## src/rvalu_pkg.sv

```systemverilog
// rvalu_pkg: operation codes, pipeline word type and depth constants
// for the pipelined rv32im integer alu; no dependencies
`default_nettype none

package rvalu_pkg;

    localparam int unsigned XLEN      = 32;
    localparam int unsigned FUNC_W    = 5;
    localparam int unsigned TAG_W     = 5;
    localparam int unsigned SHAMT_W   = 5;
    // prep register, one stage per quotient bit, output register
    localparam int unsigned NUM_STG   = XLEN + 2;
    // stage whose register holds the finished product
    localparam int unsigned MUL_STG   = 3;

    typedef enum logic [FUNC_W-1:0] {
        FN_ADD    = 5'd0,
        FN_SUB    = 5'd1,
        FN_AND    = 5'd2,
        FN_OR     = 5'd3,
        FN_XOR    = 5'd4,
        FN_SLL    = 5'd5,
        FN_SRL    = 5'd6,
        FN_SRA    = 5'd7,
        FN_SLT    = 5'd8,
        FN_SLTU   = 5'd9,
        FN_MUL    = 5'd10,
        FN_MULH   = 5'd11,
        FN_MULHSU = 5'd12,
        FN_MULHU  = 5'd13,
        FN_DIV    = 5'd14,
        FN_DIVU   = 5'd15,
        FN_REM    = 5'd16,
        FN_REMU   = 5'd17
    } t_func;

    // payload that travels down the pipeline with each word
    typedef struct packed {
        logic [FUNC_W-1:0] func;
        logic [TAG_W-1:0]  tag;
        logic [XLEN-1:0]   res;     // finished result when use_res is set
        logic [XLEN-1:0]   rem;     // partial remainder
        logic [XLEN-1:0]   quo;     // dividend shifting out, quotient in
        logic [XLEN-1:0]   dvs;     // divisor magnitude
        logic              neg_q;
        logic              neg_r;
        logic              use_res;
        logic              dz;
    } t_pipe;

    function automatic logic is_mul(input logic [FUNC_W-1:0] f);
        is_mul = (f == FN_MUL) || (f == FN_MULH) || (f == FN_MULHSU) || (f == FN_MULHU);
    endfunction

endpackage

`default_nettype wire

```

## src/rvalu_div_step.sv

```systemverilog
// rvalu_div_step: one restoring-division stage, one quotient bit per word
// depends on rvalu_pkg
`default_nettype none

module rvalu_div_step (
    input  wire logic      i_clk,
    input  wire logic      i_en,
    input  rvalu_pkg::t_pipe i_pipe,
    output rvalu_pkg::t_pipe o_pipe
);

    logic [rvalu_pkg::XLEN:0] w_trial;
    logic [rvalu_pkg::XLEN:0] w_diff;
    logic                     w_bit;
    rvalu_pkg::t_pipe         n_pipe;

    // shift in next dividend bit and try subtracting the divisor
    assign w_trial = {i_pipe.rem, i_pipe.quo[rvalu_pkg::XLEN-1]};
    assign w_diff  = w_trial - {1'b0, i_pipe.dvs};
    assign w_bit   = !w_diff[rvalu_pkg::XLEN];

    always_comb begin
        n_pipe     = i_pipe;
        n_pipe.rem = w_bit ? w_diff[rvalu_pkg::XLEN-1:0] : w_trial[rvalu_pkg::XLEN-1:0];
        n_pipe.quo = {i_pipe.quo[rvalu_pkg::XLEN-2:0], w_bit};
    end

    always_ff @(posedge i_clk) begin
        if (i_en) begin
            o_pipe <= n_pipe;
        end
    end

endmodule

`default_nettype wire

```

## config.mk

```make
export PLATFORM = sky130hd
export DESIGN_NAME = rvalu_div_step
export DESIGN_NICKNAME = d
export VERILOG_FILES = /design/src/rvalu_pkg.sv /design/src/rvalu_div_step.sv
export SDC_FILE = /design/constraint.sdc
export NUM_CORES = 1
export LEC_CHECK = 0
export BUFFER_PORTS_ARGS = -buffer_cell sky130_fd_sc_hd__buf_2
export CORE_MARGIN = 2
export CORE_UTILIZATION = 40
export DETAILED_ROUTE_END_ITERATION = 16
export GPL_TIMING_DRIVEN = 0
export PLACE_DENSITY = 0.69
export SETUP_SLACK_MARGIN = 0.5
export SLEW_MARGIN = 5
export SYNTH_ARGS = -nofsm -noshare
export SYNTH_HDL_FRONTEND = slang
export SYNTH_SLANG_ARGS = --single-unit
```

## constraint.sdc

```tcl
create_clock -name i_clk -period 9.3 [get_ports i_clk]
set_input_delay 1.86 -clock i_clk [delete_from_list [all_inputs] [get_ports i_clk]]
set_output_delay 1.86 -clock i_clk [all_outputs]
set_load 0.03 [all_outputs]
```

Word level (Yosys, flattened, before mapping). Index checks and enable logic that the tools add are counted.

Add/sub/neg operators: 1. Reduce and logical (&&, ||, !) cells: 1. Multiplexer cells: 1.

Operators with widths (count): 33-bit by 32-bit subtractor with 33-bit output (1); 32-bit 2-to-1 mux (1); 1-bit zero test (1).

Word-level logic and storage cells: 13. Input bits: 144. Flip-flop bits (word level): 142. Output and inout port bits: 142.

Depth between registers and ports, before layout.
Depth in word-level cells: 2. Depth in mapped cells: 13. Gate-level depth less buffers: 12.

Worst setup path after synthesis. OpenSTA, ideal clock, no wires.

Kind: input-to-reg. Start point: input port i_pipe[20] (netlist name). End point: register o_pipe[71] (netlist name) (data pin). Setup time: 260 ps. Slack: 4908 ps. Required time: 9040 ps. Cell stages on the path: 12. Arrival time: 4131 ps. Buffers on the path: 2. Cell sequence: inv_1 -> ha_1 -> buf_6 -> a21oi_4 -> o211ai_1 -> a221o_1 -> a211o_1 -> o21a_1 -> o211ai_4 -> inv_2 -> buf_6 -> mux2_4.

RTL lines: start, declared (line rvalu_div_step.sv:8) `input rvalu_pkg::t_pipe i_pipe,`; end signal, assigned (line rvalu_div_step.sv:30) `o_pipe <= n_pipe;`; end, declared (line rvalu_div_step.sv:9) `output rvalu_pkg::t_pipe o_pipe`.

==> qor.yml <==
global_routing:
  met3_usage_pct: 5.632
  grt_pass1_wl_microns: 26230
  use_met1_pct: 23.56
  top_usage_layer: "met2"
  antenna_found_initial: 1
  grtUsageMet2_pct: 33.51
  grt_max_degree: 81
  grt-ovfl-total: 0
  grtUsageTotal_pct: 19.58
  grt_pass1_vias: 4704
synth:
  syn_inst: 502
  netlist.area_leader.share_pct: 63.48
  async_flop_share_pct: 0
  ys_seq_area_share_pct: 63.48
  netlist_area_sq_mm: 0.006718
  synthTopCellsByArea: "edfxtp_1, ha_1, mux2_4, a21oi_1, nand2_1"
  syn_avg_cell_area_sq_um: 13.38
  yosys_warnings: 0
  synth.distinct_cells: 49
  synth_top_cell_by_area: "edfxtp_1"
  synth_edf_count: 142
  ys.flop_type: "edfxtp_1"
  ys_ff_latch: 142
  syn_nets: 679
sta:
  period_minus_slack_ns: 4.710
  slew_viol_final: 0
  finalCritPeriodShare_pct: 50.65
  worstMarginPinSlew_ns: 0.6067
  fmax_ghz: 0.2123
  finalSetupViolations: 0
  slew_headroom_pct: 59.56
  hold_viol: 0
  grt_setup_unrepaired: "no"
  tns_ns: 0
  layout_setup_ws_ns: 4.590
placed_design:
  dp_worst_setup_slack_ns: 4.150
  gp_congestion: 0.8511
  io_buffers: 285
  post-dp-hpwl_microns: 13700
  placed_area_sq_mm: 0.008453
cts:
  clock-sinks: 142
  post_cts_buffers: 0
  clkTransAtPathRegs_ns: 0.06
  ctsHoldBuffers: 0
  cts.path.max_buffers: 2
  cts-root-buf: "clkbuf_16"
  cts_tree: "done"
  cts_made_buffers: 17
  ctsResizeCount: 0
  htreeDepth: 4
final_layout:
  seq_area_sq_mm: 0.004264
  nNetsFinal: 984
  largest_register_ffs: 142
  multi_input_area_sq_mm: 0.002216
  reg_top3: "o_pipe (142)"
  top_register: "o_pipe"
  drive_gt1_share_pct: 41.95
  layout_common_cells: "buf_2, edfxtp_1, nand2_1"
  fillCellCount: 1459
  fin_util_pct: 54.51
  areaGrowthSynthToFinish_pct: 34.08
  final_common_cell: "buf_2"
  fin_area_sq_mm: 0.009007
setup_path:
  worstPathMaxFanout: 10
  critPathCaptureType: "register"
  critPathKind: "in2reg"
  cp.required_ns: 9.44
  cp_data_arrival_time_ns: 4.85
  startpoint_type: "primary input"
job:
  maxCapViolations: 0
routing:
  avgViaCountPerCell: 4.856
  routed_wl_microns: 17720
  drt-pass1-iter-count: 4
  antenna_left: 0
  drt_iter0_drc: 293
  vias: 5055
  wl_per_cell_microns: 17.02
  drcViolationCount: 0
floorplanning:
  start_util_pct: 40.65
  dieArea_sq_mm: 0.01785
  fp.dieH_microns: 133.6
  core-area_sq_mm: 0.01652
  io_pins: 286
  num_rows: 47
  die_x_microns: 133.6
pwr:
  vdd_drop_max_uv: 121.9
  powerDensity_mw_per_mm2: 207.1
  leakage_nw: 4.058
hold_path:
  hold_path.class: "in2reg"
run_status:
  status: "finished clean"
cells by family (layout without fill, tap and decap cells):
logic type,Yosys count,in the layout,share of synthesized area (%)
AOI/OAI and AO/OA,120,120,11.86
xor gates and xnor gates,24,24,3.129
adders and majority gates,33,33,6.258
buffers and inverters,57,375,3.539
DFF,142,142,63.48
muxes,18,18,4.023
other,0,1,0
and+or+nand+nor,108,108,7.711
worst max-delay path, stage by stage:
cell and delay, ns:
buf_2 0.10, inv_1 0.04, ha_1 0.39, a21oi_2 0.25
o211ai_1 0.14, a221o_1 0.35, a211o_1 0.32, o21a_1 0.22
o211ai_4 0.42, clkbuf_1 0.51, o21ai_0 0.23
synthesized netlist by cell type (all sizes together) (2+ instances only):
| cell | number |
|---|---|
| xor2 | 10 |
| o31ai | 5 |
| nand4 | 7 |
| inv | 42 |
| a21oi | 36 |
| a211oi | 4 |
| nor2b | 5 |
| a21boi | 2 |
| edfxtp | 142 |
| o2111ai | 2 |
| o211ai | 9 |
| o21a | 6 |
| o21ai | 24 |
| mux2 | 18 |
| o41ai | 2 |
| nand3 | 11 |
| ha | 32 |
| xnor2 | 14 |
| and4 | 2 |
| clkbuf | 11 |
| buf | 4 |
| a21o | 15 |
| and2 | 3 |
| nor2 | 16 |
| o21bai | 5 |
| nand2b | 5 |
| and3 | 6 |
| nor3 | 4 |
| a31oi | 2 |
| nand2 | 44 |
path summary, 6_finish.rpt:
path                   start                    to  slack, ns  depth (start not counted)
hold / removal    i_pipe[64]  o_pipe[65]$_DFFE_PP_       1.61                          1
setup / recovery  i_pipe[17]  o_pipe[98]$_DFFE_PP_       4.59                         11
power by group:
group	leakage, nW	internal, mW	switching, mW	total, mW
sequential	1.39	0.780	0.0127	0.792
clock	0.258	0.349	0.283	0.633
combinational	2.41	0.154	0.287	0.441
final cells by class:
| cell class | instances | area share (%) |
|---|---|---|
| well taps | 220 | 3.056 |
| diodes | 1 | 0.02778 |
| multi-input cells | 303 | 24.60 |
| clock buffers | 18 | 4.765 |
| repair buffers | 286 | 16.21 |
| plain buffers | 15 | 0.8890 |
| flip-flops and latches | 142 | 47.34 |
| clock inverters | 14 | 1.361 |
| inverters | 42 | 1.750 |
metal layers:
| metal | vias to the layer above | share of wire (%) |
|---|---|---|
| li1 | 2497 | - |
| met1 | 2333 | 41 |
| met2 | 197 | 50 |
| met3 | 28 | 6.7 |
| met4 | 0 | 2.3 |
| met5 | - | 0 |
per-stage QoR:
stage                     power [mW]  std cells  hold slack [ns]
after floorplan                1.102        502            1.959
after global placement         1.244       1007            2.037
after global routing           1.947       1040            1.590
after CTS                      1.886       1040            1.595
after detailed placement       1.249       1008            2.038
final                          1.866       1041            1.612
Note: power is estimated with default switching activity, not from simulation.
