==> src/rvalu_pkg.sv <==
// rvalu_pkg: operation codes, pipeline word type and depth constants
// for the pipelined rv32im integer alu; no dependencies
`default_nettype none

package rvalu_pkg;

    localparam int unsigned XLEN      = 32;
    localparam int unsigned FUNC_W    = 5;
    localparam int unsigned TAG_W     = 5;
    localparam int unsigned SHAMT_W   = 5;
    // prep register, one stage per quotient bit, output register
    localparam int unsigned NUM_STG   = XLEN + 2;
    // stage whose register holds the finished product
    localparam int unsigned MUL_STG   = 3;

    typedef enum logic [FUNC_W-1:0] {
        FN_ADD    = 5'd0,
        FN_SUB    = 5'd1,
        FN_AND    = 5'd2,
        FN_OR     = 5'd3,
        FN_XOR    = 5'd4,
        FN_SLL    = 5'd5,
        FN_SRL    = 5'd6,
        FN_SRA    = 5'd7,
        FN_SLT    = 5'd8,
        FN_SLTU   = 5'd9,
        FN_MUL    = 5'd10,
        FN_MULH   = 5'd11,
        FN_MULHSU = 5'd12,
        FN_MULHU  = 5'd13,
        FN_DIV    = 5'd14,
        FN_DIVU   = 5'd15,
        FN_REM    = 5'd16,
        FN_REMU   = 5'd17
    } t_func;

    // payload that travels down the pipeline with each word
    typedef struct packed {
        logic [FUNC_W-1:0] func;
        logic [TAG_W-1:0]  tag;
        logic [XLEN-1:0]   res;     // finished result when use_res is set
        logic [XLEN-1:0]   rem;     // partial remainder
        logic [XLEN-1:0]   quo;     // dividend shifting out, quotient in
        logic [XLEN-1:0]   dvs;     // divisor magnitude
        logic              neg_q;
        logic              neg_r;
        logic              use_res;
        logic              dz;
    } t_pipe;

    function automatic logic is_mul(input logic [FUNC_W-1:0] f);
        is_mul = (f == FN_MUL) || (f == FN_MULH) || (f == FN_MULHSU) || (f == FN_MULHU);
    endfunction

endpackage

`default_nettype wire

==> src/rvalu_mul.sv <==
// rvalu_mul: three-stage 32x32 multiplier from 16x16 partial products
// depends on rvalu_pkg
`default_nettype none

module rvalu_mul (
    input  wire logic                         i_clk,
    input  wire logic [2:0]                   i_en,
    input  wire logic [rvalu_pkg::FUNC_W-1:0] i_func,
    input  wire logic [rvalu_pkg::XLEN-1:0]   i_a,
    input  wire logic [rvalu_pkg::XLEN-1:0]   i_b,
    output logic      [rvalu_pkg::XLEN-1:0]   o_res
);

    localparam int unsigned H = rvalu_pkg::XLEN / 2;

    logic [rvalu_pkg::XLEN-1:0]   r_ll, r_lh, r_hl, r_hh, r_corr1, r_corr2;
    logic                         r_hi1, r_hi2;
    logic [2*rvalu_pkg::XLEN-1:0] r_prod;
    logic [rvalu_pkg::XLEN-1:0]   n_corr;
    logic                         w_sa, w_sb;

    // sign corrections turn the unsigned high word into the signed one
    assign w_sa = ((i_func == rvalu_pkg::FN_MULH) || (i_func == rvalu_pkg::FN_MULHSU))
                  && i_a[rvalu_pkg::XLEN-1];
    assign w_sb = (i_func == rvalu_pkg::FN_MULH) && i_b[rvalu_pkg::XLEN-1];
    assign n_corr = (w_sa ? i_b : '0) + (w_sb ? i_a : '0);

    // partial products
    always_ff @(posedge i_clk) begin
        if (i_en[0]) begin
            r_ll    <= i_a[H-1:0] * i_b[H-1:0];
            r_lh    <= i_a[H-1:0] * i_b[rvalu_pkg::XLEN-1:H];
            r_hl    <= i_a[rvalu_pkg::XLEN-1:H] * i_b[H-1:0];
            r_hh    <= i_a[rvalu_pkg::XLEN-1:H] * i_b[rvalu_pkg::XLEN-1:H];
            r_corr1 <= n_corr;
            r_hi1   <= (i_func != rvalu_pkg::FN_MUL);
        end
    end

    // sum of partial products
    always_ff @(posedge i_clk) begin
        if (i_en[1]) begin
            r_prod  <= {r_hh, r_ll}
                       + {{H{1'b0}}, r_lh, {H{1'b0}}}
                       + {{H{1'b0}}, r_hl, {H{1'b0}}};
            r_corr2 <= r_corr1;
            r_hi2   <= r_hi1;
        end
    end

    // word select and sign correction
    always_ff @(posedge i_clk) begin
        if (i_en[2]) begin
            o_res <= r_hi2 ? (r_prod[2*rvalu_pkg::XLEN-1:rvalu_pkg::XLEN] - r_corr2)
                           : r_prod[rvalu_pkg::XLEN-1:0];
        end
    end

endmodule

`default_nettype wire

==> config.mk <==
export PLATFORM = sky130hd
export DESIGN_NAME = rvalu_mul
export DESIGN_NICKNAME = d
export VERILOG_FILES = /design/src/rvalu_pkg.sv /design/src/rvalu_mul.sv
export SDC_FILE = /design/constraint.sdc
export NUM_CORES = 2
export LEC_CHECK = 0
export ABC_AREA = 0
export ABC_CLOCK_PERIOD_IN_PS = 8400
export BUFFER_PORTS_ARGS = -buffer_cell sky130_fd_sc_hd__buf_4
export CORE_MARGIN = 3
export CORE_UTILIZATION = 60
export DETAILED_ROUTE_END_ITERATION = 12
export PLACE_DENSITY = 0.75
export SLEW_MARGIN = 20
export SYNTH_ARGS = -nofsm -noshare
export SYNTH_HDL_FRONTEND = slang
export SYNTH_SLANG_ARGS = --single-unit
==> constraint.sdc <==
create_clock -name i_clk -period 8.4 [get_ports i_clk]
set_clock_uncertainty 0.05 [all_clocks]
set_input_delay 0.42 -clock i_clk [delete_from_list [all_inputs] [get_ports i_clk]]
set_output_delay 0.42 -clock i_clk [all_outputs]
set_load 0.05 [all_outputs]
Word level (Yosys, flattened, before mapping) --
Cells that the tools add are included. Widths: inputs -> output; s select.
Storage, ports and cells: register bits after elaboration 290, input bits 73, output and inout bits 32, word-level logic and storage cells 27
Cells by class: $add $sub $neg 4, $mul 4, eq/ne operators 3, muxes and demuxes 3, reductions and logical operators 3
Operators with widths (number):
- $add 64x48->64 | 2
- $mul 16x16->32 | 4
- $mux 32 | 3
- $add 32x32->32 | 1
- $sub 32x32->32 | 1
- $eq 5x4->1 const B | 2
- $ne 5x4->1 const B | 1
- $logic_and 1x1->1 | 2
- $logic_or 1x1->1 | 1

Depth between registers and ports, before layout --
word-level depth 5, depth in mapped cells 24, depth with buffers taken out 23

Worst setup path after synthesis --
No wires, ideal clock.
kind input to register, start input port i_a[7] (netlist name), end register r_ll[31] (netlist name), data pin, library setup time 0.260 ns, data arrival time 6.002 ns, data required time 8.090 ns, slack 2.088 ns, stages on the path 23, path buffers 1, cells stage by stage clkbuf_1 > nand2_1 > fa_1 > inv_1 > fa_1 > inv_1 > fa_1 > inv_1 > fa_1 > fa_1 > inv_1 > fa_1 > inv_1 > ha_1 > or3_1 > a211oi_2 > o211ai_1 > a21oi_2 > a21oi_2 > a221o_1 > a221o_1 > a21oi_2 > xnor2_1
On the way: cells in the longest elaborated chain, start to end 1
Ends and longest elaborated chain:
- start, declared | RTL line rvalu_mul.sv:9 | input wire logic [rvalu_pkg::XLEN-1:0] i_a,
- $mul 16x16->32 | RTL line rvalu_mul.sv:31 | r_ll <= i_a[H-1:0] * i_b[H-1:0];
- end signal, assigned | RTL line rvalu_mul.sv:31
- end, declared | RTL line rvalu_mul.sv:16 | logic [rvalu_pkg::XLEN-1:0] r_ll, r_lh, r_hl, r_hh, r_corr1, r_corr2;
No other way between the ends. A chain may end at the register's enable or synchronous reset.

Worst setup path after layout --
start input port i_a[7] (netlist name), end register r_lh[27] (netlist name), data pin
On the way: cells in the longest elaborated chain, start to end 1
Ends and longest elaborated chain:
- $mul 16x16->32 | RTL line rvalu_mul.sv:32 | r_lh <= i_a[H-1:0] * i_b[rvalu_pkg::XLEN-1:H];
- end signal, assigned | RTL line rvalu_mul.sv:32
- end, declared | RTL line rvalu_mul.sv:16
No other way between the ends.

==> flow_summary.toml <==
[global_route]
grt_max_degree = 92
grt_pass1_wl_um = 208000
grt-ovfl-total = 0
antenna_found_initial = 16
grt_usage_pct = 31.4
grt_pass1_vias = 38173

[die]
rows = 104
io-pin-count = 105
core_mm2 = 0.0809
dieArea_mm2 = 0.0856
die_w_um = 293
start_util_pct = 60.9
die_h_um = 293

[synth]
synth.avg_cell_area_um2 = 9.59
ys_types = 79
synthArstFlopShare_pct = 0
yosysMostFrequentCell = "inv_1"
synth_area_leaders = "fa_1 33%, edfxtp_1 18%, ha_1 13%"
netlist.area_leader.share_pct = 32.9
yosys.area.top_type = "fa_1"
seq_area_frac_synth_pct = 17.7
synth.cell_area_mm2 = 0.0493
yosysWarnings = 0
synth_edf_count = 290
synth_fp_nets = 6531
ys.flop_type = "edfxtp_1"
synth_common_cells = "1009 x inv_1, 811 x fa_1, 642 x nand2_1"
synthCells = 5137
synth_seq_cells = 290

[sta]
drv_slew = 0
slew_headroom_pct = 23.8
layout_min_cycle_time_ns = 6.35
setup_viol = 0
rsz0062_at_grt = "no"
min_period_over_period_pct = 75.6
setup_ws_ns = 2.05
fmax_ghz = 0.157
finalHoldViolations = 0
tightest_slew_ns = 1.13
tns_ns = 0

[placed_design]
port_buffers = 104
dpl.hpwl_um = 97900
place_ws_ns = 1.49
gp_congestion = 0.970

[detailed_routing]
drt_iter0_drc = 3040
antenna_left = 0
viasPerCell = 5.78
wl_per_cell_um = 21.0
drc = 0
drtPass1Iterations = 6
routed_wl_um = 129000
vias = 35576

[clock_network]
cts_sinks = 290
ctsHtreeMaxLevel = 2
cts_tree = "yes"
clock_tree.root_cell = "clkbuf_16"
clk_pin_slew_ns = 0.05
cts_resized = 0
hold_buffers = 0
cts_max_path_buffers = 3
cts_made_buffers = 35
clkLatencyLatePin_ns = 0.60
post_cts_buffers = 0

[job]
max-cap-violations = 0

[worst_setup_path]
timing.rr.start = "r_ll[17]"
path_cells = "buf_4 -> nand2_1 -> fa_1 -> inv_1 -> fa_1 -> inv_1 -> fa_1 -> inv_1 -> fa_1 -> fa_1 -> inv_1 -> fa_1 -> inv_1 -> ha_1 -> a21o_1 -> a21oi_1 -> o21ai_0 -> a21oi_1 -> o211ai_1 -> a21oi_1 -> nor2_1 -> xor2_1"
cp_common_cell = "fa_1"
required_ns = 8.59
reg2reg_slack_ns = 4.12
end_kind = "flop"
slowest_stage = "xor2_1"
r2r_cells = 13
slowest_delay_ns = 0.61
worstPathMaxFanout = 33
arrival_ns = 6.55
rr_endpoint = "r_prod[63]"
path_class = "in -> reg"
crit_path_start_kind = "input port"

[run_status]
status = "finished clean"

[min_path]
holdPathStages = 2
min_path_type = "in -> reg"
hold_path_end = "r_hi1"
holdCritStartpoint = "i_func[0]"

[layout]
seqCellArea_mm2 = 0.00871
area_delta_synth_final_pct = 4.98
drive_gt1_share_pct = 4.21
final.fill_count = 6665
nets = 6456
multi_input_area_mm2 = 0.0360
[critical path: cells and delay by family]
family | cells | cell delay (ns)
XOR/XNOR | 1 | 0.61
AO/OA/AOI/OAI | 6 | 1.22
adder cells (fa/ha/maj) | 7 | 3.36
buffers and inverters | 6 | 0.67
AND/OR/NAND/NOR | 2 | 0.24
[metrics by stage]
| step | cells | util, % | hold WS, ns | area [um2] |
|---|---|---|---|---|
| global route | 6148 | 63.9 | 0.115 | 51700 |
| CTS | 6148 | 63.9 | 0.0843 | 51700 |
| detailed placement | 6085 | 62.5 | 0.355 | 50600 |
| global placement | 6085 | 62.5 | 0.352 | 50600 |
| finish | 6153 | 63.9 | 0.117 | 51700 |
| floorplan | 5137 | - | 0.350 | 49300 |
[area by class of cell]
type | instances | share of cell area (%)
antenna | 5 | 0.0242
clock buffer | 42 | 1.74
clock inverter | 21 | 0.421
inverter | 1010 | 7.33
multi-input combinational | 3616 | 69.5
sequential | 290 | 16.8
tap | 1060 | 2.56
timing repair buffer | 109 | 1.59
[layer usage]
metal	vias up	wire, um	global-route usage, %
li1	15911	-	-
met1	17803	52200	41.7
met2	1536	58600	50.1
met3	308	13000	8.07
met4	18	5270	11.5
met5	-	121	0
[layout by cell type, fill, tap and decap left out, types with 27 or more instances in the layout]
cell type / instances
inv_1: 1009
fa_1: 811
nand2_1: 642
and2_1: 552
ha_1: 510
edfxtp_1: 290
a21oi_1: 185
xnor2_1: 126
a21o_1: 125
buf_4: 108
nor2_1: 106
xor2_1: 79
o21ai_0: 59
clkbuf_16: 35
nand3_1: 31
and3_1: 27
[kinds of logic (layout without fill, tap and decap cells)]
kind of cell / count (synthesis) / in the layout / share of synthesized area (%)
compound gates: 590 / 590 / 7.96
buf+inv: 1231 / 1182 / 9.38
xor+xnor: 205 / 205 / 3.64
simple gates: 1477 / 1477 / 14.9
mux: 23 / 23 / 0.523
other cells: 0 / 5 / 0
fa+ha+maj: 1321 / 1321 / 45.9
flops: 290 / 290 / 17.7
[worst max-delay path by stage]
stage | from | to | cells after the start
after floorplan | i_a[7] | r_ll[31] | 23
after global placement | i_a[10] | r_ll[30] | 21
after detailed placement | i_a[10] | r_ll[30] | 21
after CTS | i_a[10] | r_ll[30] | 21
after global routing | i_a[25] | r_hl[28] | 21
final | i_a[7] | r_lh[27] | 22
[flip-flops by register name (all words and copies together), names as in the netlist, 32 cells and up]
register / count
r_lh: 32
o_res: 32
r_corr1: 32
r_hl: 32
r_corr2: 32
r_prod: 64
r_ll: 32
r_hh: 32
Power is not shown: default switching activity piles up to over one toggle a cycle in this logic, so the estimate is an artifact.
