--- config.mk ---
export PLATFORM = sky130hd
export DESIGN_NAME = rvalu_prep
export DESIGN_NICKNAME = d
export VERILOG_FILES = /design/src/rvalu_pkg.sv /design/src/rvalu_prep.sv
export SDC_FILE = /design/constraint.sdc
export NUM_CORES = 1
export LEC_CHECK = 0
export BUFFER_PORTS_ARGS = -buffer_cell sky130_fd_sc_hd__buf_2
export CAP_MARGIN = 5
export CORE_ASPECT_RATIO = 0.7
export CORE_UTILIZATION = 30
export DETAILED_ROUTE_END_ITERATION = 12
export PLACE_DENSITY = 0.58
export SLEW_MARGIN = 20
export SYNTH_ARGS = -nofsm -noshare
export SYNTH_HDL_FRONTEND = slang
export SYNTH_SLANG_ARGS = --single-unit
--- constraint.sdc ---
create_clock -name vclk -period 7.2
set_clock_uncertainty 0.15 [all_clocks]
set_input_delay 1.8 -clock vclk [all_inputs]
set_output_delay 1.8 -clock vclk [all_outputs]
set_load 0.01 [all_outputs]
--- src/rvalu_pkg.sv ---
// rvalu_pkg: operation codes, pipeline word type and depth constants
// for the pipelined rv32im integer alu; no dependencies
`default_nettype none

package rvalu_pkg;

    localparam int unsigned XLEN      = 32;
    localparam int unsigned FUNC_W    = 5;
    localparam int unsigned TAG_W     = 5;
    localparam int unsigned SHAMT_W   = 5;
    // prep register, one stage per quotient bit, output register
    localparam int unsigned NUM_STG   = XLEN + 2;
    // stage whose register holds the finished product
    localparam int unsigned MUL_STG   = 3;

    typedef enum logic [FUNC_W-1:0] {
        FN_ADD    = 5'd0,
        FN_SUB    = 5'd1,
        FN_AND    = 5'd2,
        FN_OR     = 5'd3,
        FN_XOR    = 5'd4,
        FN_SLL    = 5'd5,
        FN_SRL    = 5'd6,
        FN_SRA    = 5'd7,
        FN_SLT    = 5'd8,
        FN_SLTU   = 5'd9,
        FN_MUL    = 5'd10,
        FN_MULH   = 5'd11,
        FN_MULHSU = 5'd12,
        FN_MULHU  = 5'd13,
        FN_DIV    = 5'd14,
        FN_DIVU   = 5'd15,
        FN_REM    = 5'd16,
        FN_REMU   = 5'd17
    } t_func;

    // payload that travels down the pipeline with each word
    typedef struct packed {
        logic [FUNC_W-1:0] func;
        logic [TAG_W-1:0]  tag;
        logic [XLEN-1:0]   res;     // finished result when use_res is set
        logic [XLEN-1:0]   rem;     // partial remainder
        logic [XLEN-1:0]   quo;     // dividend shifting out, quotient in
        logic [XLEN-1:0]   dvs;     // divisor magnitude
        logic              neg_q;
        logic              neg_r;
        logic              use_res;
        logic              dz;
    } t_pipe;

    function automatic logic is_mul(input logic [FUNC_W-1:0] f);
        is_mul = (f == FN_MUL) || (f == FN_MULH) || (f == FN_MULHSU) || (f == FN_MULHU);
    endfunction

endpackage

`default_nettype wire

--- src/rvalu_prep.sv ---
// rvalu_prep: decode, combinational alu ops and divider set-up
// depends on rvalu_pkg
`default_nettype none

module rvalu_prep (
    input  wire logic [rvalu_pkg::FUNC_W-1:0] i_func,
    input  wire logic [rvalu_pkg::XLEN-1:0]   i_a,
    input  wire logic [rvalu_pkg::XLEN-1:0]   i_b,
    input  wire logic [rvalu_pkg::TAG_W-1:0]  i_tag,
    output rvalu_pkg::t_pipe                  o_pipe
);

    logic [rvalu_pkg::SHAMT_W-1:0] w_sh;
    logic                          w_sg;
    logic                          w_na;
    logic                          w_nb;
    logic                          w_div;
    logic                          w_quo;
    logic                          w_b0;
    logic [rvalu_pkg::XLEN-1:0]    w_alu;

    assign w_sh  = i_b[rvalu_pkg::SHAMT_W-1:0];
    assign w_sg  = (i_func == rvalu_pkg::FN_DIV) || (i_func == rvalu_pkg::FN_REM);
    assign w_div = w_sg || (i_func == rvalu_pkg::FN_DIVU) || (i_func == rvalu_pkg::FN_REMU);
    assign w_quo = (i_func == rvalu_pkg::FN_DIV) || (i_func == rvalu_pkg::FN_DIVU);
    assign w_na  = w_sg & i_a[rvalu_pkg::XLEN-1];
    assign w_nb  = w_sg & i_b[rvalu_pkg::XLEN-1];
    assign w_b0  = (i_b == '0);

    // combinational alu operations
    always_comb begin
        case (i_func)
            rvalu_pkg::FN_ADD:  w_alu = i_a + i_b;
            rvalu_pkg::FN_SUB:  w_alu = i_a - i_b;
            rvalu_pkg::FN_AND:  w_alu = i_a & i_b;
            rvalu_pkg::FN_OR:   w_alu = i_a | i_b;
            rvalu_pkg::FN_XOR:  w_alu = i_a ^ i_b;
            rvalu_pkg::FN_SLL:  w_alu = i_a << w_sh;
            rvalu_pkg::FN_SRL:  w_alu = i_a >> w_sh;
            rvalu_pkg::FN_SRA:  w_alu = rvalu_pkg::XLEN'($signed(i_a) >>> w_sh);
            rvalu_pkg::FN_SLT:  w_alu = {{(rvalu_pkg::XLEN-1){1'b0}},
                                         ($signed(i_a) < $signed(i_b))};
            rvalu_pkg::FN_SLTU: w_alu = {{(rvalu_pkg::XLEN-1){1'b0}}, (i_a < i_b)};
            default:            w_alu = '0;
        endcase
    end

    // divider set-up: magnitudes, result signs, zero-divisor answer; alu result otherwise
    always_comb begin
        o_pipe.func    = i_func;
        o_pipe.tag     = i_tag;
        o_pipe.rem     = '0;
        o_pipe.quo     = w_na ? (~i_a + 1'b1) : i_a;
        o_pipe.dvs     = w_nb ? (~i_b + 1'b1) : i_b;
        o_pipe.neg_q   = w_na ^ w_nb;
        o_pipe.neg_r   = w_na;
        o_pipe.dz      = w_div & w_b0;
        o_pipe.use_res = !w_div || w_b0;
        if (w_div) begin
            o_pipe.res = w_quo ? '1 : i_a;
        end else begin
            o_pipe.res = w_alu;
        end
    end

endmodule

`default_nettype wire

# Word level (Yosys, flattened, before mapping)
# Cells that the tools add are included.
# op_classes
n_addsub	4
order_cmp	2
eq_ne	13
shift	3
n_mux	5
n_bitwise	9
reduce_logical	8
# op_table
operator	n
$pmux W32 S10	1
$mux W32	4
$add A32 B1 Y32 const B	2
$lt A32 B32 Y1	2
$not A32 Y32	2
$add A32 B32 Y32	1
$and A32 B32 Y32	1
$logic_not A32 Y1	1
$or A32 B32 Y32	1
$shl A32 B5 Y32	1
$shr A32 B5 Y32	1
$sshr A32 B5 Y32	1
$sub A32 B32 Y32	1
$xor A32 B32 Y32	1
$eq A5 B3 Y1 const B	4
$eq A5 B4 Y1 const B	4
$eq A5 B2 Y1 const B	2
$eq A5 B5 Y1 const B	2
$eq A5 B1 Y1 const B	1
$logic_not A5 Y1	1
$logic_or A1 B1 Y1	5
$and A1 B1 Y1	3
$logic_not A1 Y1	1
$xor A1 B1 Y1	1
# totals
reg_bits	0
output_inout_bits	142
word_cells	44

# Depth between registers and ports, before layout
# depth
ltp_word	6
depth_mapped	15
mapped_depth_nobuf	13

# Worst setup path after synthesis
# OpenSTA, ideal clock, no wires.
# synth_path
kind	input to output
start	in i_b[2] in the netlist's numbering
end	out o_pipe[131] in the netlist's numbering
arrival_time_ns	5.229
required_time_ns	5.250
setup_slack_ns	0.021
stages	15
path_buffers	4
cell_sequence	clkbuf_1 -> inv_1 -> buf_2 -> buf_2 -> buf_1 -> ha_1 -> o211ai_1 -> o21ai_0 -> o211ai_1 -> a2111oi_2 -> o41ai_2 -> o22ai_1 -> o31a_1 -> o21a_1 -> o31ai_1
# synth_lines
item	line_no	source
start, declared	rvalu_prep.sv:8	input wire logic [rvalu_pkg::XLEN-1:0] i_b,
end, declared	rvalu_prep.sv:10	output rvalu_pkg::t_pipe o_pipe

==> results.json <==
{
  "outcome": "completed",
  "timing.fmax_mhz": 141,
  "grt_pass1_wl_mm": 81.8,
  "fp.dieH_um": 156,
  "finalCritPeriodShare": 0.988,
  "routed_via_density": 6.19,
  "gp_congestion": 1.03,
  "syn_area_um2": 10200,
  "nClkBuffers": 0,
  "min_path_type": "in2out",
  "finalNetCount": 1871,
  "yosys.cell_types.count": 84,
  "dieArea_um2": 34800,
  "final_max_slew_viol_count": 0,
  "drt_wl_total_mm": 56.0,
  "synth_xor_area_frac": 0.0719,
  "pin_count": 216,
  "wl_per_cell_um": 26.3,
  "drive_gt1_frac": 0.238,
  "detail-route-antenna-nets": 0,
  "grt_usage": 0.311,
  "drtPass1Iterations": 6,
  "cts_hold_buffers": 0,
  "critPathKind": "in2out",
  "cp.required_ns": 5.25,
  "yosysTopAreaCell": "ha_1",
  "final_hold_viol_count": 0,
  "seq_area_frac_synth": 0,
  "grt_pass1_vias": 11800,
  "antenna_found_initial": 1,
  "peakVddDrop_mv": 0.0371,
  "synth_compound_area_frac": 0.341,
  "period_needed_ns": 7.11,
  "hold_end": "o_pipe[132]",
  "fin_tns_setup_ns": 0,
  "pwr-share-seq": 0,
  "overflow": 0,
  "dp_hpwl_mm": 44.4,
  "synthSimpleGateAreaFrac": 0.195,
  "power_density_nw_per_um2": 79.7,
  "finalPower_mw": 0.960,
  "p_leak_nw": 5.27,
  "critPathLaunchType": "input port",
  "worstHoldStart": "i_tag[0]",
  "fin_util": 0.360,
  "drc": 0,
  "cap_violations": 0,
  "initial_core_util": 0.305,
  "syn_area_per_cell_um2": 6.74,
  "design.seq.count": 0,
  "slew_headroom": 0.434,
  "synth_mux_area_frac": 0.143,
  "synth_fa_ha_area_frac": 0.129,
  "clkPwrFrac": 0,
  "drt_first_iter_violations": 1699,
  "seq_area_um2": 0,
  "syn_inst": 1518,
  "yosys-top-cells-area": "ha_1 12%, mux4_2 9.9%, a21oi_1 7.5%",
  "worstPathArrival_ns": 5.16,
  "p_sw_frac": 0.630,
  "setup_violations": 0,
  "worst_slew_pin_slew_ns": 0.850,
  "buffer_ports.inserted": 174,
  "p_int_mw": 0.356,
  "yosys_warnings": 0,
  "cp-end-kind": "primary output",
  "fp.dieW_um": 223,
  "hold_slack_ns": 3.45,
  "yosys.area.top_type_share": 0.125,
  "rows": 56,
  "place_area_um2": 12000,
  "num_vias": 13200,
  "holdPathStages": 0,
  "synth_top_family_by_area": "compound AO/OA/AOI/OAI gates",
  "syn_to_final_growth_pct": 17.8,
  "fin_area_um2": 12100,
  "cp_max_fo": 4,
  "core_area_um2": 33500,
  "grt_max_degree": 78,
  "p_sw_mw": 0.604,
  "comb_power_share": 1.000,
  "fill_cells": 3672
}
==> cells by family (layout without fill, tap and decap cells) <==
kind of cell               count (synthesis)  count (layout)
buffers and inverters                    272             414
AOI/OAI and AO/OA                        534             534
adders and majority gates                104             104
xor gates and xnor gates                  84              84
and+or+nand+nor                          434             434
muxes                                     89              89
other                                      1              33
==> placed cells by master, fill, tap and decap left out, types with 5 or more instances in the layout <==
master	netlist	final
nor2_1	162	162
o21bai_1	8	8
o221ai_1	14	14
conb_1	1	32
nand3_1	34	34
inv_2	4	5
nand2_1	113	113
nor3_1	37	33
a221oi_1	22	22
a41oi_1	11	11
or2_2	10	10
and4_1	6	6
a21oi_1	153	153
nor4_1	13	12
or3_1	5	5
mux4_2	45	45
o31ai_1	14	14
inv_1	99	98
and3_1	9	9
mux2_2	10	10
nand2b_1	14	14
a31oi_1	23	23
a211o_1	10	10
o22ai_1	11	11
nor2b_1	6	6
a221o_1	10	10
o2111ai_1	5	5
ha_1	102	102
mux2i_1	34	34
nand4_1	11	11
buf_4	45	133
a21o_1	13	13
a22oi_1	8	8
xnor2_1	80	80
buf_2	22	173
o211ai_1	23	23
o21ai_0	137	137
a211oi_1	20	20
==> worst max-delay path by stage <==
stage,startpoint,to,slack (ns)
floorplan,i_b[2],o_pipe[131],0.02
global placement,i_a[0],o_pipe[128],0.13
detailed placement,i_a[16],o_pipe[131],0.13
CTS,i_a[0],o_pipe[128],0.12
global route,i_a[0],o_pipe[128],-0.01
finish,i_a[16],o_pipe[131],0.09
==> critical path: stages <==
cell      delay (ns)
buf_2           0.16
inv_1           0.12
ha_1            0.36
a21oi_1         0.18
o21ai_0         0.20
a311oi_2        0.42
buf_4           0.18
nor2_1          0.06
o41ai_2         0.41
o22ai_1         0.18
o31a_1          0.28
buf_4           0.13
o21a_1          0.17
o31ai_1         0.31
buf_2           0.20
==> what timing repair did <==
| action | in CTS | in global routing |
|---|---|---|
| endpoints found under the setup margin | 0 | 5 |
| setup buffers | 0 | 1 |
| gates resized for setup | 0 | 7 |
==> stage by stage <==
step / worst slack [ns] / instances
6_report: 0.0863 / 2127
3_3_place_gp: 0.126 / 2125
5_1_grt: -0.0147 / 2126
2_1_floorplan: 0.0212 / 1549
3_5_place_dp: 0.130 / 2125
4_1_cts: 0.120 / 2125
==> synth_stat cells, types with 4 or more instances <==
cell type and n:
nor2_1 162, a21oi_1 153, o21ai_0 137, nand2_1 113, ha_1 102, inv_1 99
clkbuf_1 88, xnor2_1 80, buf_4 45, mux4_2 45, nor3_1 37, mux2i_1 34
nand3_1 34, a31oi_1 23, o211ai_1 23, a221oi_1 22, buf_2 22, a211oi_1 20
nand2b_1 14, o221ai_1 14, o31ai_1 14, a21o_1 13, nor4_1 13, buf_1 12
a41oi_1 11, nand4_1 11, o22ai_1 11, a211o_1 10, a221o_1 10, mux2_2 10
or2_2 10, and3_1 9, a22oi_1 8, o21bai_1 8, and4_1 6, nor2b_1 6
o2111ai_1 5, or3_1 5, a311oi_1 4, inv_2 4, o31a_1 4, o41ai_1 4
xor2_1 4
==> per-layer routing <==
metal,global-route usage,part of all wire,vias up
met1,0.467,0.46,6356
met5,0,0,-
met3,0.0640,0.11,81
li1,-,-,5876
met4,0.0821,0.031,0
met2,0.438,0.39,845
==> layout make-up <==
| type | instances | area (um^2) | share of cell area |
|---|---|---|---|
| inverters | 104 | 390 | 0.0324 |
| repair buffers | 310 | 1940 | 0.161 |
| diodes | 1 | 2.50 | 0.000208 |
| well taps | 435 | 544 | 0.0452 |
| multi-input cells | 1277 | 9170 | 0.761 |
==> power by group through the flow <==
stage                     combinational, mW    clock (mW)  sequential (mW)
after global placement                0.927             0                0
after CTS                             0.929             0                0
after detailed placement              0.923             0                0
after global routing                   1.02             0                0
after floorplan                       0.574             0                0
final                                 0.960  0.0000000188                0
No activity file was read; power rests on OpenSTA's default activity.
